--- config.mk ---
export PLATFORM = sky130hd
export DESIGN_NAME = sorted_priority_queue
export DESIGN_NICKNAME = d
export VERILOG_FILES = /design/src/rtl/spq_pkg.sv /design/src/rtl/spq_cell.sv /design/src/rtl/sorted_priority_queue.sv
export SDC_FILE = /design/constraint.sdc
export NUM_CORES = 1
export LEC_CHECK = 0
export BUFFER_PORTS_ARGS = -buffer_cell sky130_fd_sc_hd__buf_2
export CAP_MARGIN = 20
export CORE_MARGIN = 10
export CORE_UTILIZATION = 36
export DETAILED_ROUTE_END_ITERATION = 7
export GPL_ROUTABILITY_DRIVEN = 0
export PLACE_DENSITY = 0.5
export SLEW_MARGIN = 5
export SYNTH_ARGS = -nofsm -noshare
export SYNTH_HDL_FRONTEND = slang
export SYNTH_HIERARCHICAL = 1
export SYNTH_SLANG_ARGS = --single-unit
--- constraint.sdc ---
create_clock -name clk_i -period 4.4 [get_ports clk_i]
set_input_delay 0 -clock clk_i [delete_from_list [all_inputs] [get_ports clk_i]]
set_output_delay 0 -clock clk_i [all_outputs]
set_load 0.02 [all_outputs]
--- src/rtl/spq_pkg.sv ---
// Shared types and constants of the sorted priority queue.
package spq_pkg;

  localparam int unsigned DEPTH     = 16;
  localparam int unsigned TAG_BITS  = 16;
  localparam int unsigned PRIO_BITS = 8;
  localparam int unsigned CNT_BITS  = $clog2(DEPTH + 1);

  typedef enum logic {
    REQ_INSERT = 1'b0,
    REQ_REMOVE = 1'b1
  } req_type_e;

  typedef struct packed {
    logic [TAG_BITS-1:0]  tag;
    logic [PRIO_BITS-1:0] prio;
  } entry_t;

  typedef struct packed {
    logic ins;
    logic rem;
  } cell_ctl_t;

endpackage

--- src/rtl/spq_cell.sv ---
// One slot of the sorted chain: holds an entry, shifts back on insert, forward on remove.
module spq_cell import spq_pkg::*; (
  input  logic      clk_i,
  input  cell_ctl_t ctl_i,
  input  logic      occ_i,
  input  logic      place_left_i,
  input  entry_t    new_i,
  input  entry_t    left_i,
  input  entry_t    right_i,
  output logic      place_o,
  output entry_t    entry_o
);

  entry_t entry_q;
  entry_t entry_d;

  assign place_o = !occ_i || (entry_q.prio < new_i.prio);

  always_comb begin
    entry_d = entry_q;
    if (ctl_i.ins && place_o) begin
      entry_d = place_left_i ? left_i : new_i;
    end else if (ctl_i.rem) begin
      entry_d = right_i;
    end
  end

  always_ff @(posedge clk_i) begin
    entry_q <= entry_d;
  end

  assign entry_o = entry_q;

endmodule

--- src/rtl/sorted_priority_queue.sv ---
// Top level of the sorted priority queue: cell chain, entry count and response register.
//
// Request channel (req_valid_i / req_ready_o) carries req_type_i, entry_tag_i and
// entry_priority_i. An insert places the entry behind every held entry of equal or
// higher priority; a remove pops the front entry. Every request yields exactly one
// response on the rsp_valid_o / rsp_ready_i channel with popped_valid_o, popped_tag_o,
// popped_priority_o, insert_refused_o and entry_count_o (count after the request).
//
// The response is registered at the edge that accepts the request. The queue takes
// one request per cycle while the receiver takes each response; every cell of the
// chain compares its priority against the new entry and shifts in the same cycle.
// An insert on a full queue leaves it unchanged and sets insert_refused_o; a remove
// on an empty queue returns popped_valid_o low with zero tag and priority.
// Reset empties the queue and clears the response valid flag. While the receiver
// stalls with a response pending, req_ready_o drops and the queue holds.
module sorted_priority_queue import spq_pkg::*; (
  input  logic                 clk_i,
  input  logic                 rst_ni,
  input  logic                 req_valid_i,
  output logic                 req_ready_o,
  input  logic                 req_type_i,
  input  logic [TAG_BITS-1:0]  entry_tag_i,
  input  logic [PRIO_BITS-1:0] entry_priority_i,
  output logic                 rsp_valid_o,
  input  logic                 rsp_ready_i,
  output logic                 popped_valid_o,
  output logic [TAG_BITS-1:0]  popped_tag_o,
  output logic [PRIO_BITS-1:0] popped_priority_o,
  output logic                 insert_refused_o,
  output logic [CNT_BITS-1:0]  entry_count_o
);

  logic [CNT_BITS-1:0]  count_q, count_d;
  logic                 rsp_valid_q;
  logic                 popped_valid_q, popped_valid_d;
  logic [TAG_BITS-1:0]  popped_tag_q, popped_tag_d;
  logic [PRIO_BITS-1:0] popped_prio_q, popped_prio_d;
  logic                 refused_q, refused_d;

  logic      accept;
  logic      is_full;
  logic      is_empty;
  cell_ctl_t ctl;
  entry_t    new_entry;
  entry_t    cell_entry [DEPTH];
  logic      cell_place [DEPTH];

  assign req_ready_o = !rsp_valid_q || rsp_ready_i;
  assign accept      = req_valid_i && req_ready_o;
  assign is_full     = (count_q == CNT_BITS'(DEPTH));
  assign is_empty    = (count_q == '0);

  assign new_entry.tag  = entry_tag_i;
  assign new_entry.prio = entry_priority_i;

  assign ctl.ins = accept && (req_type_e'(req_type_i) == REQ_INSERT) && !is_full;
  assign ctl.rem = accept && (req_type_e'(req_type_i) == REQ_REMOVE) && !is_empty;

  for (genvar i = 0; i < DEPTH; i++) begin : g_cell
    logic   place_left;
    entry_t left_entry;
    entry_t right_entry;
    if (i == 0) begin : g_head
      assign place_left = 1'b0;
      assign left_entry = new_entry;
    end else begin : g_body
      assign place_left = cell_place[i-1];
      assign left_entry = cell_entry[i-1];
    end
    if (i == DEPTH - 1) begin : g_tail
      assign right_entry = cell_entry[i];
    end else begin : g_inner
      assign right_entry = cell_entry[i+1];
    end
    spq_cell u_cell (
      .clk_i        (clk_i),
      .ctl_i        (ctl),
      .occ_i        (count_q > CNT_BITS'(i)),
      .place_left_i (place_left),
      .new_i        (new_entry),
      .left_i       (left_entry),
      .right_i      (right_entry),
      .place_o      (cell_place[i]),
      .entry_o      (cell_entry[i])
    );
  end

  always_comb begin
    count_d        = count_q;
    popped_valid_d = 1'b0;
    popped_tag_d   = '0;
    popped_prio_d  = '0;
    refused_d      = 1'b0;
    unique case (req_type_e'(req_type_i))
      REQ_INSERT: begin
        if (is_full) begin
          refused_d = 1'b1;
        end else begin
          count_d = count_q + 1'b1;
        end
      end
      REQ_REMOVE: begin
        if (!is_empty) begin
          count_d        = count_q - 1'b1;
          popped_valid_d = 1'b1;
          popped_tag_d   = cell_entry[0].tag;
          popped_prio_d  = cell_entry[0].prio;
        end
      end
      default: begin
        count_d = count_q;
      end
    endcase
  end

  always_ff @(posedge clk_i or negedge rst_ni) begin
    if (!rst_ni) begin
      count_q     <= '0;
      rsp_valid_q <= 1'b0;
    end else begin
      if (accept) begin
        count_q     <= count_d;
        rsp_valid_q <= 1'b1;
      end else if (rsp_ready_i) begin
        rsp_valid_q <= 1'b0;
      end
    end
  end

  always_ff @(posedge clk_i) begin
    if (accept) begin
      popped_valid_q <= popped_valid_d;
      popped_tag_q   <= popped_tag_d;
      popped_prio_q  <= popped_prio_d;
      refused_q      <= refused_d;
    end
  end

  assign rsp_valid_o       = rsp_valid_q;
  assign popped_valid_o    = popped_valid_q;
  assign popped_tag_o      = popped_tag_q;
  assign popped_priority_o = popped_prio_q;
  assign insert_refused_o  = refused_q;
  assign entry_count_o     = count_q;

  a_count_bound: assert property (@(posedge clk_i) disable iff (!rst_ni)
    count_q <= CNT_BITS'(DEPTH))
    else $error("entry count exceeds depth");

  a_insert_grows: assert property (@(posedge clk_i) disable iff (!rst_ni)
    ctl.ins |=> count_q == $past(count_q) + 1'b1)
    else $error("insert did not grow the count");

  a_refused_full: assert property (@(posedge clk_i) disable iff (!rst_ni)
    rsp_valid_o && insert_refused_o |-> entry_count_o == CNT_BITS'(DEPTH))
    else $error("insert refused while not full");

  a_excl_result: assert property (@(posedge clk_i) disable iff (!rst_ni)
    rsp_valid_o |-> !(popped_valid_o && insert_refused_o))
    else $error("pop and refusal in one response");

  a_front_sorted: assert property (@(posedge clk_i) disable iff (!rst_ni)
    count_q >= CNT_BITS'(2) |-> cell_entry[0].prio >= cell_entry[1].prio)
    else $error("front entries out of order");

endmodule

* Word level (Yosys, flattened, before mapping)
Index checks and enable logic that the tools add are counted.
** Word-level totals
- Flip-flop bits (word level) :: 416
- Input port bits :: 29
- Output and inout port bits :: 33
- Logic and storage cells :: 204
** Cells by class
- $add $sub $neg :: 2
- Order comparisons :: 32
- Eq/ne operators :: 3
- Multiplexer cells :: 52
- Bitwise logic cells :: 1
- Reductions and logical operators :: 76
** Operators by type and width (count)
- 24-bit 2-to-1 mux :: 45
- 8-bit less-than comparator :: 16
- 5-bit by 4-bit > comparator with 1-bit output, second input constant :: 8
- 2-bit nonzero test :: 16
- 1-bit logical AND :: 21
- 5-bit by 3-bit > comparator with 1-bit output, second input constant :: 4
- 1-bit zero test :: 19
- 1-bit logical OR :: 17
- 5-bit by 1-bit > comparator with 1-bit output, second input constant :: 2
- 5-bit by 2-bit > comparator with 1-bit output, second input constant :: 2
- 5-bit 2-to-1 mux :: 2
- 5-bit case mux with 2 select lines :: 1
- 5-bit by 1-bit adder with 5-bit output, second input constant :: 1
- 5-bit == test, second input constant :: 1
- 5-bit zero test :: 1
- 5-bit by 1-bit subtractor with 5-bit output, second input constant :: 1
- 1-bit 2-to-1 mux :: 4
- 2-bit != test, second input constant :: 2
- 3-bit AND reduction :: 1
- 2-bit OR reduction :: 1
- 1-bit NOT :: 1

* Logic depth before layout (Yosys ltp)
Gate-level depths: netlist of run 1.
- Word-level depth :: 7
- Mapped depth :: 12
- Mapped depth without buffers :: 10

* Cells and area by module
The synthesis of run 1 kept the hierarchy.
** Modules (own cells, without submodules)
- spq_cell (g_cell[0].u_cell ...) :: times used 13, cells each 113, area each 1605.3 µm²
- spq_cell (g_cell[7].u_cell ...) :: times used 3, cells each 113, area each 1594.0 µm²
- sorted_priority_queue :: times used 1, cells each 142, area each 1656.6 µm²

* Worst setup path after synthesis of run 1
No wires, ideal clock.
- Kind :: reg-to-reg
- Start point :: register count_q[0] (netlist: entry_count_o[0])
- End point :: register g_cell[0].u_cell.entry_q (netlist bit g_cell[0].u_cell/entry_o[0]), enable pin
- Arrival :: 3958 ps
- Required time :: 4018 ps
- Setup slack :: 60 ps
- Stages on the path, launching flop included :: 11
- Buffers on the path :: 2
- Cells stage by stage :: dfrtp_1 -> clkbuf_1 -> inv_1 -> ha_1 -> nor3b_4 -> a211oi_1 -> inv_1 -> a211oi_2 -> o2bb2ai_4 -> buf_12 -> or2_1
** RTL lines
- start, declared :: RTL line sorted_priority_queue.sv:33 : logic [CNT_BITS-1:0] count_q, count_d;
- start signal, assigned :: RTL line sorted_priority_queue.sv:122 : count_q <= count_d;
- end signal, assigned :: RTL line spq_cell.sv:29 : entry_q <= entry_d;
- end, declared :: RTL line spq_cell.sv:14 : entry_t entry_q;

==> results of run 1 <==
==> final cells by class <==
type / count / share of cell area (%)
clock inverters: 27 / 0.799
flip-flops and latches: 416 / 41.7
repair buffers: 113 / 2.44
multi-input cells: 1308 / 45.0
inverters: 134 / 1.68
well taps: 969 / 4.05
clock buffers: 65 / 4.37
==> report_power, final <==
part	internal (mW)	switching (mW)	leakage, nW
Clock	2.28	1.67	0.753
Combinational	3.81	3.16	7.05
Sequential	5.92	0.741	3.96
==> how the worst min path moves through the flow <==
stage                    startpoint                      endpoint  slack, ns
finish              entry_tag_i[15]  g_cell[1].u_cell/entry_o[23]       0.18
floorplan                    rst_ni              entry_count_o[0]      -0.30
detailed placement           rst_ni              entry_count_o[1]      -0.15
CTS                 entry_tag_i[15]  g_cell[1].u_cell/entry_o[23]       0.11
global route        entry_tag_i[15]  g_cell[3].u_cell/entry_o[23]       0.18
global placement             rst_ni              entry_count_o[1]      -0.16
==> sequential cells by signal, indices dropped and copies added, names as in the netlist <==
name	count
g_cell.u_cell/entry_o	384
popped_tag_o	16
popped_priority_o	8
entry_count_o	5
insert_refused_o	1
popped_valid_o	1
rsp_valid_o	1
==> worst max-delay path: cells and delay by family (launching register included) <==
kind | cells | cell delay (ns)
mux | 1 | 0.26
simple gates | 3 | 0.82
buf+inv | 2 | 0.58
fa+ha+maj | 1 | 0.25
compound gates | 4 | 0.77
flops | 1 | 0.56
==> routing by layer <==
metal | part of all wire, % | vias up | GRT usage [%]
li1 | - | 7485 | -
met1 | 48 | 7210 | 17.1
met2 | 47 | 180 | 21.8
met3 | 3.3 | 70 | 1.95
met4 | 1.7 | 0 | 3.01
met5 | 0 | - | 0
==> cells in the final DEF, fill, tap and decap left out, types with 16 or more instances in the layout <==
cell type	count
sky130_fd_sc_hd__edfxtp_1	410
sky130_fd_sc_hd__mux2_2	320
sky130_fd_sc_hd__mux2_4	304
sky130_fd_sc_hd__o21ai_0	138
sky130_fd_sc_hd__nand2_1	136
sky130_fd_sc_hd__inv_1	134
sky130_fd_sc_hd__ha_1	118
sky130_fd_sc_hd__buf_2	61
sky130_fd_sc_hd__clkbuf_16	50
sky130_fd_sc_hd__buf_4	45
sky130_fd_sc_hd__mux2_1	35
sky130_fd_sc_hd__o21a_1	32
sky130_fd_sc_hd__a211o_1	29
sky130_fd_sc_hd__and2_1	24
sky130_fd_sc_hd__nand2b_1	18
sky130_fd_sc_hd__nand4_1	17
sky130_fd_sc_hd__a21oi_2	16
sky130_fd_sc_hd__a21boi_1	16
==> metrics by stage <==
| step | power, mW | utilization, % | hold WS (ns) |
|---|---|---|---|
| 2_1_floorplan | 12.3 | - | -0.296 |
| 6_report | 17.6 | 40.0 | 0.176 |
| 5_1_grt | 18.7 | 40.0 | 0.177 |
| 3_5_place_dp | 13.8 | 37.8 | -0.154 |
| 3_3_place_gp | 13.6 | 37.8 | -0.157 |
| 4_1_cts | 17.8 | 40.0 | 0.114 |
==> metrics.log, run 1 <==
INFO  metric timing.hold.worst_path_depth = 3
INFO  metric grt_overflow = 0
INFO  metric die_height = 295 um
INFO  metric timing.critical_path.mode_cell = sky130_fd_sc_hd__nand2_1
INFO  metric wire_per_inst = 18.9 um
INFO  metric cellPowerDensity = 588 nW/um2
INFO  metric tritoncts.num_buffers = 50
INFO  metric fmaxAchievable = 0.286 GHz
INFO  metric multi_input_area = 13500 um2
INFO  metric timing.critical_path.slowest_cell_delay = 0.60 ns
INFO  metric detail-route-antenna-nets = 0
INFO  metric power.static_leakage = 11.8 nW
INFO  metric endpoint_kind = flip-flop
INFO  metric actual_slew_at_the_worst_max_slew_pin = 1.07 ns
INFO  metric synth.avg_cell_area = 14.0 um2
INFO  metric top_level_ports = 62
INFO  metric htree_depth = 2
INFO  metric worstHoldPathType = input pin to flip-flop
INFO  metric postRouteWirelength = 57.4 mm
INFO  metric detail_route.drc_violations = 0
INFO  metric worst-r2r-cell-count = 11
INFO  metric drv.max_cap_violation_count = 0
INFO  metric detail_route.first_pass.iterations = 5
INFO  metric sequential_cell_area = 12500 um2
INFO  metric place.port_buffers = 61
INFO  metric grt_setup_unrepaired = false
INFO  metric cts.reportedPaths.clkPinSlew = 0.06 ns
INFO  metric die_w = 295 um
INFO  metric slew_violations = 0
INFO  metric worst_setup_path_startpoint = entry_count_o[1]
INFO  metric synthesis.area = 27300 um2
INFO  metric core_area = 74800 um2
INFO  metric worst_r2r_startpoint = entry_count_o[1]
INFO  metric critPathArrivalTime = 3.83 ns
INFO  metric fillCellCount = 6992
INFO  metric timing.critical_path.cells = inv_1 -> ha_1 -> o21ba_2 -> o21ai_0 -> nand2_1 -> a21boi_1 -> nand2_1 -> buf_4 -> nand2_1 -> o21ai_0 -> mux2_4
INFO  metric cts.root.buffer_cell = sky130_fd_sc_hd__clkbuf_16
INFO  metric worst_clock_skew = 0.0182 ns
INFO  metric postCtsSetupBuffers = 0
INFO  metric die_area = 87200 um2
INFO  metric finalCritPeriodShare = 79.4%
INFO  metric num_vias = 14900
INFO  metric setup.worst_path.class = flip-flop to flip-flop
INFO  metric critical_path.slowest_cell = sky130_fd_sc_hd__nand2_1
INFO  metric viasPerCell = 4.93
INFO  metric grt_max_degree = 34
INFO  metric crit_fanout = 22
INFO  metric outcome = completed
INFO  metric cts_max_path_buffers = 3
INFO  metric grt_antenna_before_repair = 0
INFO  metric post_cts_resize_count = 0
INFO  metric post-route-worst-setup-slack = 0.906 ns
INFO  metric global_route.usage.total = 12.9%
INFO  metric dr.first_iter.drc_count = 638
INFO  metric post_synth_inst_count = 1947
INFO  metric report.final.setup_viol = 0
INFO  metric worstPathRequired = 4.74 ns
INFO  metric place_hpwl = 45.1 mm
INFO  metric timing.critical_path.to = g_cell[10].u_cell/entry_o[6]
INFO  metric cts_tree = done
INFO  metric cell_area_after_placement = 28300 um2
INFO  metric critPathLaunchType = flip-flop
INFO  metric post_route_cell_area = 29900 um2
INFO  metric worstReg2RegEnd = g_cell[10].u_cell/entry_o[6]
INFO  metric area.growth.synth_to_final = 9.62%
INFO  metric initial_utilization = 36.5%
INFO  metric clk-insertion-delay-late = 0.60 ns
INFO  metric yosysWarningCount = 6
INFO  metric totalNegativeSetupSlack = 0 ns
INFO  metric max_slew_margin = 28.5%
INFO  metric diodes = 0
INFO  metric numClockSinks = 416
INFO  metric dp_slack = 0.880 ns
INFO  metric first_global_vias = 15900
INFO  metric setup.reg_to_reg.worst_slack = 0.91 ns
INFO  metric first_pass_grt_wire_length = 91.0 mm
INFO  metric worst_ir_drop_vdd = 0.000286 V
INFO  metric design.final.nets = 2170
INFO  metric cts-hold-fix-buffers = 6
INFO  metric dp.cells = 2934
INFO  metric final_cell_count_no_fill = 3032
INFO  metric timing.final.crit_period = 3.49 ns
INFO  metric drive_above_1_share = 41.4%
INFO  metric hold_viol = 0
INFO  metric std_cell_rows = 100
Power figures use the tool's default switching activity.
==> run 2, diff against run 1 <==
--- a/config.mk
+++ b/config.mk
@@ -11,7 +11,7 @@
 export CORE_UTILIZATION = 36
 export DETAILED_ROUTE_END_ITERATION = 7
 export GPL_ROUTABILITY_DRIVEN = 0
-export PLACE_DENSITY = 0.5
+export PLACE_DENSITY = 0.48
 export SLEW_MARGIN = 5
 export SYNTH_ARGS = -nofsm -noshare
 export SYNTH_HDL_FRONTEND = slang
==> constraint.sdc (replaced) <==
create_clock -name clk_i -period 3.55 [get_ports clk_i]
set_input_delay 0 -clock clk_i [delete_from_list [all_inputs] [get_ports clk_i]]
set_output_delay 0 -clock clk_i [all_outputs]
set_load 0.02 [all_outputs]
==> metrics.log, run 2 (synthesized netlist as in run 1, its figures left out) <==
INFO  metric outcome = completed
INFO  metric top_level_ports = 62
INFO  metric cts.root.buffer_cell = sky130_fd_sc_hd__clkbuf_16
INFO  metric worst-r2r-cell-count = 10
INFO  metric diodes = 0
INFO  metric worstHoldPathType = input pin to flip-flop
INFO  metric grt_setup_unrepaired = false
INFO  metric postRouteWirelength = 56.1 mm
INFO  metric first_global_vias = 15700
INFO  metric drv.max_cap_violation_count = 0
INFO  metric power.static_leakage = 11.8 nW
INFO  metric actual_slew_at_the_worst_max_slew_pin = 0.758 ns
INFO  metric drive_above_1_share = 42.1%
INFO  metric worst_clock_skew = 0.0266 ns
INFO  metric place.port_buffers = 61
INFO  metric first_pass_grt_wire_length = 89.3 mm
INFO  metric tritoncts.num_buffers = 51
INFO  metric totalNegativeSetupSlack = 0 ns
INFO  metric cell_area_after_placement = 28300 um2
INFO  metric timing.hold.worst_path_depth = 3
INFO  metric clk-insertion-delay-late = 0.59 ns
INFO  metric global_route.usage.total = 12.7%
INFO  metric timing.final.crit_period = 3.06 ns
INFO  metric largest_reg_flops = 384
INFO  metric cts_tree = done
INFO  metric die_area = 87200 um2
INFO  metric max_slew_margin = 48.9%
INFO  metric crit_fanout = 24
INFO  metric htree_depth = 2
INFO  metric detail_route.first_pass.iterations = 5
INFO  metric grt_overflow = 0
INFO  metric design.final.nets = 2167
INFO  metric wire_per_inst = 18.5 um
INFO  metric setup.worst_path.class = flip-flop to flip-flop
INFO  metric critPathLaunchType = flip-flop
INFO  metric finalCritPeriodShare = 86.1%
INFO  metric post_route_cell_area = 30000 um2
INFO  metric core_area = 74800 um2
INFO  metric report.final.setup_viol = 0
INFO  metric cts.reportedPaths.clkPinSlew = 0.06 ns
INFO  metric cellPowerDensity = 733 nW/um2
INFO  metric fillCellCount = 7069
INFO  metric final_cell_count_no_fill = 3031
INFO  metric layout_commonest_cell = sky130_fd_sc_hd__edfxtp_1
INFO  metric worstPathRequired = 3.88 ns
INFO  metric dr.first_iter.drc_count = 575
INFO  metric viasPerCell = 4.84
INFO  metric numClockSinks = 416
INFO  metric fmaxAchievable = 0.327 GHz
INFO  metric leading_cell_types_in_the_layout_fill_and_taps_excluded = sky130_fd_sc_hd__edfxtp_1, sky130_fd_sc_hd__mux2_2, sky130_fd_sc_hd__mux2_4
INFO  metric initial_utilization = 36.5%
INFO  metric detail-route-antenna-nets = 0
INFO  metric num_vias = 14700
INFO  metric dp.cells = 2930
INFO  metric die_height = 295 um
INFO  metric slew_violations = 0
INFO  metric critPathArrivalTime = 3.38 ns
INFO  metric worst_ir_drop_vdd = 0.000356 V
INFO  metric endpoint_kind = flip-flop
INFO  metric detail_route.drc_violations = 0
INFO  metric grt_max_degree = 34
INFO  metric cts_max_path_buffers = 3
INFO  metric std_cell_rows = 100
INFO  metric die_w = 295 um
INFO  metric area.growth.synth_to_final = 9.89%
INFO  metric hold_viol = 0
INFO  metric place_hpwl = 44.2 mm
INFO  metric grt_antenna_before_repair = 0
## run 2: cell types whose count changed in the layout (fill, tap and decap cells not counted), sizes merged
cell,delta
buf,-4
clkbuf,+1
bufinv,+2
inv,-1
clkinvlp,+1
## run 2: layer usage
metal	share of wire, %	track usage, %
met5	0	0
met4	2.0	3.36
met3	3.0	1.86
met2	45	20.6
met1	50	17.4
## run 2: cell type report
cell class / instances / area [um2] / area share [%]
Sequential cell: 416 / 12500 / 41.6
Tap cell: 969 / 1210 / 4.04
Clock inverter: 29 / 275 / 0.918
Multi-Input combinational cell: 1308 / 13500 / 44.9
Timing Repair Buffer: 109 / 693 / 2.31
Clock buffer: 66 / 1380 / 4.58
Inverter: 134 / 503 / 1.68
## run 2: worst max-delay path, stage by stage, from the launching register on
cell                        delay, ns
sky130_fd_sc_hd__dfrtp_1         0.35
sky130_fd_sc_hd__inv_1           0.10
sky130_fd_sc_hd__ha_1            0.22
sky130_fd_sc_hd__nor3b_4         0.19
sky130_fd_sc_hd__a211oi_4        0.28
sky130_fd_sc_hd__buf_4           0.29
sky130_fd_sc_hd__inv_1           0.15
sky130_fd_sc_hd__a211oi_2        0.24
sky130_fd_sc_hd__o2bb2ai_4       0.14
sky130_fd_sc_hd__buf_4           0.41
sky130_fd_sc_hd__mux2_2          0.39
## run 2: repair_timing
action | 4_1_cts | 5_1_grt
hold buffers | 6 | 0
setup endpoints to repair | 0 | 26
setup buffers | 0 | 0
hold endpoints to repair | 14 | 0
gates resized for setup | 0 | 1
## run 2: worst paths after layout
check / from / to / slack (ns)
worst min register to register: g_cell[0].u_cell/entry_o[12] / popped_tag_o[4] / 0.54
worst max-delay path: entry_count_o[1] / g_cell[15].u_cell/entry_o[0] / 0.49
min in group asynchronous: rst_ni / entry_count_o[1] / 0.34
worst min-delay path: entry_tag_i[15] / g_cell[0].u_cell/entry_o[23] / 0.17
worst max register to register: entry_count_o[1] / g_cell[15].u_cell/entry_o[0] / 0.49
max in group asynchronous: rst_ni / entry_count_o[4] / 2.98
## run 2: power breakdown
part	total, mW	switching [mW]	internal (mW)
Sequential	8.18	0.840	7.34
Combinational	8.65	3.96	4.69
Clock	5.15	2.06	3.09
## run 2: per-stage QoR
| step | utilization (%) | power, mW | hold slack [ns] | setup WS (ns) |
|---|---|---|---|---|
| after floorplan | - | 15.3 | -0.296 | 0.169 |
| after global placement | 37.8 | 16.8 | -0.169 | 0.196 |
| after detailed placement | 37.8 | 17.0 | -0.168 | 0.173 |
| after CTS | 40.1 | 22.3 | 0.124 | 0.137 |
| after global routing | 40.1 | 23.4 | 0.188 | 0.253 |
| final | 40.1 | 22.0 | 0.166 | 0.494 |
